==> src/sct_pkg.sv <==
package sct_pkg;

	localparam int FUNC_W   = 2;
	localparam int IN_KEY_W = 16;
	localparam int COUNT_W  = 16;
	localparam int SLOT_W   = 5;
	localparam int STATUS_W = 3;
	localparam int OCC_W    = 6;

	localparam logic [COUNT_W-1:0] COUNT_MAX = '1;
	localparam logic [COUNT_W-1:0] COUNT_ONE = COUNT_W'(1);

	localparam logic [FUNC_W-1:0] FN_INSERT = 2'd0;
	localparam logic [FUNC_W-1:0] FN_REMOVE = 2'd1;
	localparam logic [FUNC_W-1:0] FN_FIND   = 2'd2;

	localparam logic [STATUS_W-1:0] ST_OK       = 3'd0;
	localparam logic [STATUS_W-1:0] ST_FULL     = 3'd1;
	localparam logic [STATUS_W-1:0] ST_EMPTY    = 3'd2;
	localparam logic [STATUS_W-1:0] ST_NOTFOUND = 3'd3;
	localparam logic [STATUS_W-1:0] ST_BADINDEX = 3'd4;

	// update broadcast to every cell in the apply cycle
	typedef struct packed {
		logic ins_new;
		logic ins_inc;
		logic dec;
		logic del;
	} ctl_t;

	// per-cell compare results
	typedef struct packed {
		logic eq;
		logic gt;
		logic fhit;
		logic at_slot;
		logic ins_here;
	} flag_t;

endpackage

==> src/sct_cell.sv <==
module sct_cell import sct_pkg::*; #(
	parameter int INDEX    = 0,
	parameter int KEY_BITS = 16
) (
	input  logic                clk,
	input  ctl_t                ctl,
	input  logic [KEY_BITS-1:0] key_in,
	input  logic [COUNT_W-1:0]  min_count,
	input  logic [SLOT_W-1:0]   slot,
	input  logic                occ,
	input  logic                left_occ,
	input  logic                left_gt,
	input  logic [KEY_BITS-1:0] left_key,
	input  logic [COUNT_W-1:0]  left_count,
	input  logic [KEY_BITS-1:0] right_key,
	input  logic [COUNT_W-1:0]  right_count,
	output flag_t               flag,
	output logic [KEY_BITS-1:0] key_out,
	output logic [COUNT_W-1:0]  count_out
);

	logic [KEY_BITS-1:0] key_q;
	logic [COUNT_W-1:0]  count_q;
	logic                at_or_after;

	assign at_or_after = 32'(INDEX) >= 32'(slot);

	always_comb begin
		flag.eq       = occ && (key_q == key_in);
		flag.gt       = occ && (key_q > key_in);
		flag.fhit     = flag.eq && (count_q >= min_count);
		flag.at_slot  = occ && (32'(slot) == 32'(INDEX));
		// first place whose key is larger, or the first free place
		flag.ins_here = (flag.gt || !occ) && left_occ && !left_gt;
	end

	always_ff @(posedge clk) begin
		if (ctl.ins_new) begin
			if (left_gt) begin
				key_q   <= left_key;
				count_q <= left_count;
			end else if (flag.ins_here) begin
				key_q   <= key_in;
				count_q <= COUNT_ONE;
			end
		end else if (ctl.ins_inc && flag.eq && count_q != COUNT_MAX) begin
			count_q <= count_q + COUNT_ONE;
		end else if (ctl.dec && flag.at_slot) begin
			count_q <= count_q - COUNT_ONE;
		end else if (ctl.del && at_or_after) begin
			// close the gap: pull from the right neighbor
			key_q   <= right_key;
			count_q <= right_count;
		end
	end

	assign key_out   = key_q;
	assign count_out = count_q;

endmodule

==> config.mk <==
export PLATFORM = sky130hd
export DESIGN_NAME = sct_cell
export DESIGN_NICKNAME = d
export VERILOG_FILES = /design/src/sct_pkg.sv /design/src/sct_cell.sv
export SDC_FILE = /design/constraint.sdc
export NUM_CORES = 1
export LEC_CHECK = 0
export ABC_AREA = 0
export BUFFER_PORTS_ARGS = -buffer_cell sky130_fd_sc_hd__buf_2
export CORE_MARGIN = 2
export CORE_UTILIZATION = 35
export DETAILED_ROUTE_END_ITERATION = 10
export HOLD_SLACK_MARGIN = 0.03
export PLACE_DENSITY = 0.72
export SYNTH_ARGS = -nofsm -noshare
export SYNTH_HDL_FRONTEND = slang
export SYNTH_SLANG_ARGS = --single-unit
==> constraint.sdc <==
create_clock -name clk -period 6.4 [get_ports clk]
set_input_delay 0.64 -clock clk [delete_from_list [all_inputs] [get_ports clk]]
set_output_delay 0.64 -clock clk [all_outputs]
set_load 0.01 [all_outputs]
---- Word level (Yosys, flattened, before mapping) ----
Cells that the tools add are included.
storage, ports and cells
  output and inout bits ................... 37
  register bits ........................... 32
  bits of input ports ..................... 109
  logic and storage cells ................. 42
operators by class
  order comparisons ....................... 3
  reductions and logical operators ........ 18
  $add $sub $neg .......................... 2
  eq/ne operators ......................... 5
  multiplexer cells ....................... 12
operators by type and width
  cell                                                                  count
  16-bit two-way mux                                                    12
  16-bit by 1-bit adder with 16-bit output, second input constant       1
  16-bit equality test                                                  1
  16-bit >= comparator                                                  1
  16-bit greater-than comparator                                        1
  16-bit != test, second input constant                                 1
  16-bit by 1-bit subtractor with 16-bit output, second input constant  1
  1-bit logical AND                                                     10
  1-bit by 5-bit >= comparator with 1-bit output, first input constant  1
  5-bit logical NOT                                                     1
  2-bit != test, second input constant                                  2
  4-bit AND reduction                                                   1
  4-bit nonzero test                                                    1
  3-bit by 1-bit != test with 1-bit output, second input constant       1
  1-bit logical NOT                                                     2
  2-bit AND reduction                                                   1
  2-bit nonzero test                                                    1
  1-bit logical OR                                                      1

---- Depth between registers and ports, before layout ----
  depth after elaboration ................. 8
  gate-level depth with buffers ........... 11
  gate-level depth less buffers ........... 9

---- Worst setup path after synthesis ----
Ideal clock, no wire load.
  kind .................................... input-to-reg
  start point ............................. in key_in[15]
  end point ............................... reg count_q[0] (netlist: count_out[0]), enable pin
  buffers on the path ..................... 1
  path slack .............................. 3.306 ns
  setup time .............................. 0.397 ns
  required time ........................... 6.003 ns
  stages .................................. 9
  arrival ................................. 2.697 ns
  cell sequence ........................... inv_1 -> ha_1 -> nand4_1 -> nor4_1 -> nand2_1 -> nor2_1 -> buf_2 -> nor2_1 -> a22oi_1
on the way
  longest elaborated chain between the ends .. 7
  elaborated cells between the ends (all ways) .. 12
  classes of those cells .................. order compare: 1; eq/ne: 2; reduce/logical: 9
ends and longest elaborated chain
  element                                                    line            text
  start: declaration                                         sct_cell.sv:7   input logic [KEY_BITS-1:0] key_in,
  16-bit greater-than comparator                             sct_cell.sv:30  flag.gt = occ && (key_q > key_in);
  1-bit logical AND                                          sct_cell.sv:30
  1-bit logical OR                                           sct_cell.sv:34  flag.ins_here = (flag.gt || !occ) && left_occ && !left_gt;
  1-bit logical AND (2 in series)                            sct_cell.sv:34
  3-bit by 1-bit != test with 1-bit output (no source line)  -
  2-bit AND reduction (no source line) (*)                   -
  end signal: assignment                                     sct_cell.sv:41  count_q <= left_count;
  end signal: assignment                                     sct_cell.sv:47  count_q <= count_q + COUNT_ONE;
  end signal: assignment                                     sct_cell.sv:49  count_q <= count_q - COUNT_ONE;
  end: declaration                                           sct_cell.sv:23  logic [COUNT_W-1:0] count_q;
Mark *: on every way between the ends. The rest lies on a longest branch, timed or not.
A chain may end at the register's enable or synchronous reset.

==> impl_metrics.tcl <==
set metrics [dict create \
    drive_gt1_share_pct 30.78 \
    start_util_pct 35.41 \
    cts_buffer_depth 2 \
    synthFlopType "edfxtp_1" \
    crit_path_top_delay_cell "edfxtp_1" \
    crit_arrival_ns 2.68 \
    r2r_end "key_out[7]" \
    syn_area_sq_um 3226 \
    hold_buffers 0 \
    regArea_sq_um 960.9 \
    final_cells 634 \
    top_level_ports 146 \
    wl_met1_microns 4103 \
    slowest_delay_ns 0.53 \
    syn_nets 533 \
    finClkSkew_ns 0.005394 \
    core_sq_um 9109 \
    drt-initial-drc-count 112 \
    die-area_sq_um 10000 \
    yosysUniqueCellTypes 49 \
    cap_violations 0 \
    grt_pass1_vias 3313 \
    overflow 0 \
    vdd_drop_max_uv 74.80 \
    multi_input_area_sq_um 2019 \
    gp_routability_congestion 0.8695 \
    r2r_start "count_out[11]" \
    critPathCapture "flag[2]" \
    grt_pass1_wl_microns 15500 \
    area_growth_syn_to_layout_pct 27.08 \
    antenna_cells 0 \
    grt_max_degree 57 \
    num_rows 35 \
    cp.depth 10 \
    yosys_warnings 0 \
    rrSetupSlack_ns 3.59 \
    viasPerCell 5.207 \
    post-place-cells 627 \
    final.period_utilization_pct 51.86 \
    route.antenna.remaining_nets 0 \
    cp-startpoint "count_out[0]" \
    die-height_microns 100 \
    path_common_cell "a21oi_1" \
    ys_seq_elements 32 \
    highest_layer "met4" \
    worst_slew_pin_slew_ns 0.6553 \
    startpoint_type "flop" \
    yosysSeqAreaShare_pct 29.79 \
    endpoint_kind "output pin" \
    hold_path_class "in2reg" \
    postSynthCellCount 390 \
    wl_met2_microns 4621 \
    leakagePower_nw 1.962 \
    path_buf_inv 2 \
    fill_cells 932 \
    final_common_cell "buf_2" \
    die_x_microns 100 \
    rsz0062_at_grt "false" \
    worst_skew_pair.late_latency_ns 0.29 \
    async_flop_share_pct 0 \
    dr.pass1.iters 5 \
    setup_viol 0 \
    r2r_cells 9 \
    synth.avg_cell_area_sq_um 8.271 \
    dr_wl_met3_microns 792 \
    clkSinkCount 32 \
    antenna_found_initial 0 \
    cp_max_fo 8 \
    final_max_slew_viol_count 0 \
    cts_made_buffers 5 \
    pwr_density_cell_nw_per_um2 148.9 \
    drc 0 \
    final-hold-violation-count 0 \
    via_count 3301 \
    fin_crit_ns 3.319 \
    synth-edff-count 32 \
    status "finished clean" \
    timing.critical_path.cells "inv_1, ha_1, nand2b_1, a21oi_1, o21ai_0, o2111ai_1, a21oi_1, o31ai_1, a21oi_1, buf_2" \
    cts_setup_buffers 0 \
    fin_tns_setup_ns 0 \
    dp.final_hpwl_microns 7679 \
    path_clk_slew_ns 0.07 \
    htree_levels 2 \
    cts-root-buf "clkbuf_8" \
    wl_per_cell_microns 15.15 \
    routed_wl_microns 9608 \
    nets 666 \
    required_ns 5.76 \
    cpLargestDelayFamily "compound AO/OA/AOI/OAI gates" \
    ctsResizeCount 0 \
    portBuffers 145 \
    final_cell_mix "buf_2 (145), a21oi_1 (51), inv_1 (39)" \
    fmax_mhz 301.3 \
    cts_tree "done" \
    slew_headroom_pct 56.31 \
    total_power_w 0.0006103 \
    grt_usage_pct 19.55 \
    critPathKind "reg2out" \
]
-- tightest hold or removal path: cells and delay by family --
family	cells	cell delay, ns
AND/OR/NAND/NOR	2	0.09
buffers and inverters	1	0.08
-- metal layers --
layer,global-route usage (%),up-vias
met1,24.74,1484
met4,4.531,0
met2,34.41,154
met5,0,-
met3,3.900,6
li1,-,1657
-- how the worst min path moves through the flow --
stage / startpoint / to / slack [ns] / cells past startpoint
after floorplan: left_count[5] / count_out[5] / 0.82 / 2
after global placement: count_out[15] / count_out[15] / 0.83 / 2
after detailed placement: count_out[15] / count_out[15] / 0.83 / 2
after CTS: left_count[5] / count_out[5] / 0.62 / 3
after global routing: left_count[4] / count_out[4] / 0.63 / 3
final: left_count[7] / count_out[7] / 0.63 / 3
-- kinds of logic (layout without fill, tap and decap cells) --
group,after synthesis,after routing,share of synthesized area [%]
buffers and inverters,62,195,7.603
xor gates and xnor gates,26,26,7.060
adders and majority gates,34,34,13.19
and+or+nand+nor,119,119,18.70
DFF,32,32,29.79
muxes,16,16,4.965
AOI/OAI and AO/OA,101,101,18.70
-- cells in the mapped netlist, drive strengths merged, types with 5 or more instances --
cell	n	area, sq um
a21oi	51	255.2
inv	39	146.4
nand2	37	138.9
nor2	35	131.4
ha	34	425.4
edfxtp	32	960.9
xnor2	20	175.2
o21ai	17	85.08
mux2i	16	160.2
clkbuf	14	52.55
nand4	12	75.07
buf	9	46.29
nor3	7	40.04
a211oi	6	45.04
xor2	6	52.55
nand3	5	25.02
-- layout make-up --
class,instances,area share (%)
multi-input cells,296,49.27
flip-flops and latches,32,23.44
repair buffers,149,18.44
inverters,39,3.571
well taps,111,3.388
clock buffers,6,1.770
clock inverters,1,0.1221
-- report_power, final --
part	switching [W]	total (W)	internal (W)	leakage, nW
registers	0.0000239	0.000276	0.000252	0.309
logic	0.0000933	0.000180	0.0000865	1.61
clock network	0.0000806	0.000155	0.0000741	0.0410
-- sequential cells by signal, indices dropped and copies added (netlist names) --
| signal | cells |
|---|---|
| key_out | 16 |
| count_out | 16 |
-- per-stage QoR --
step / setup slack (ns) / area [sq um] / hold WS (ns) / util, %
4_1_cts: 3.037 / 4099 / 0.6235 / 45.00
2_1_floorplan: 3.306 / 3226 / 0.8214 / -
5_1_grt: 2.834 / 4099 / 0.6348 / 45.00
6_report: 3.081 / 4099 / 0.6294 / 45.00
3_5_place_dp: 3.279 / 4021 / 0.8316 / 44.15
3_3_place_gp: 3.203 / 4021 / 0.8264 / 44.15
(Power assumes the default switching activity.)
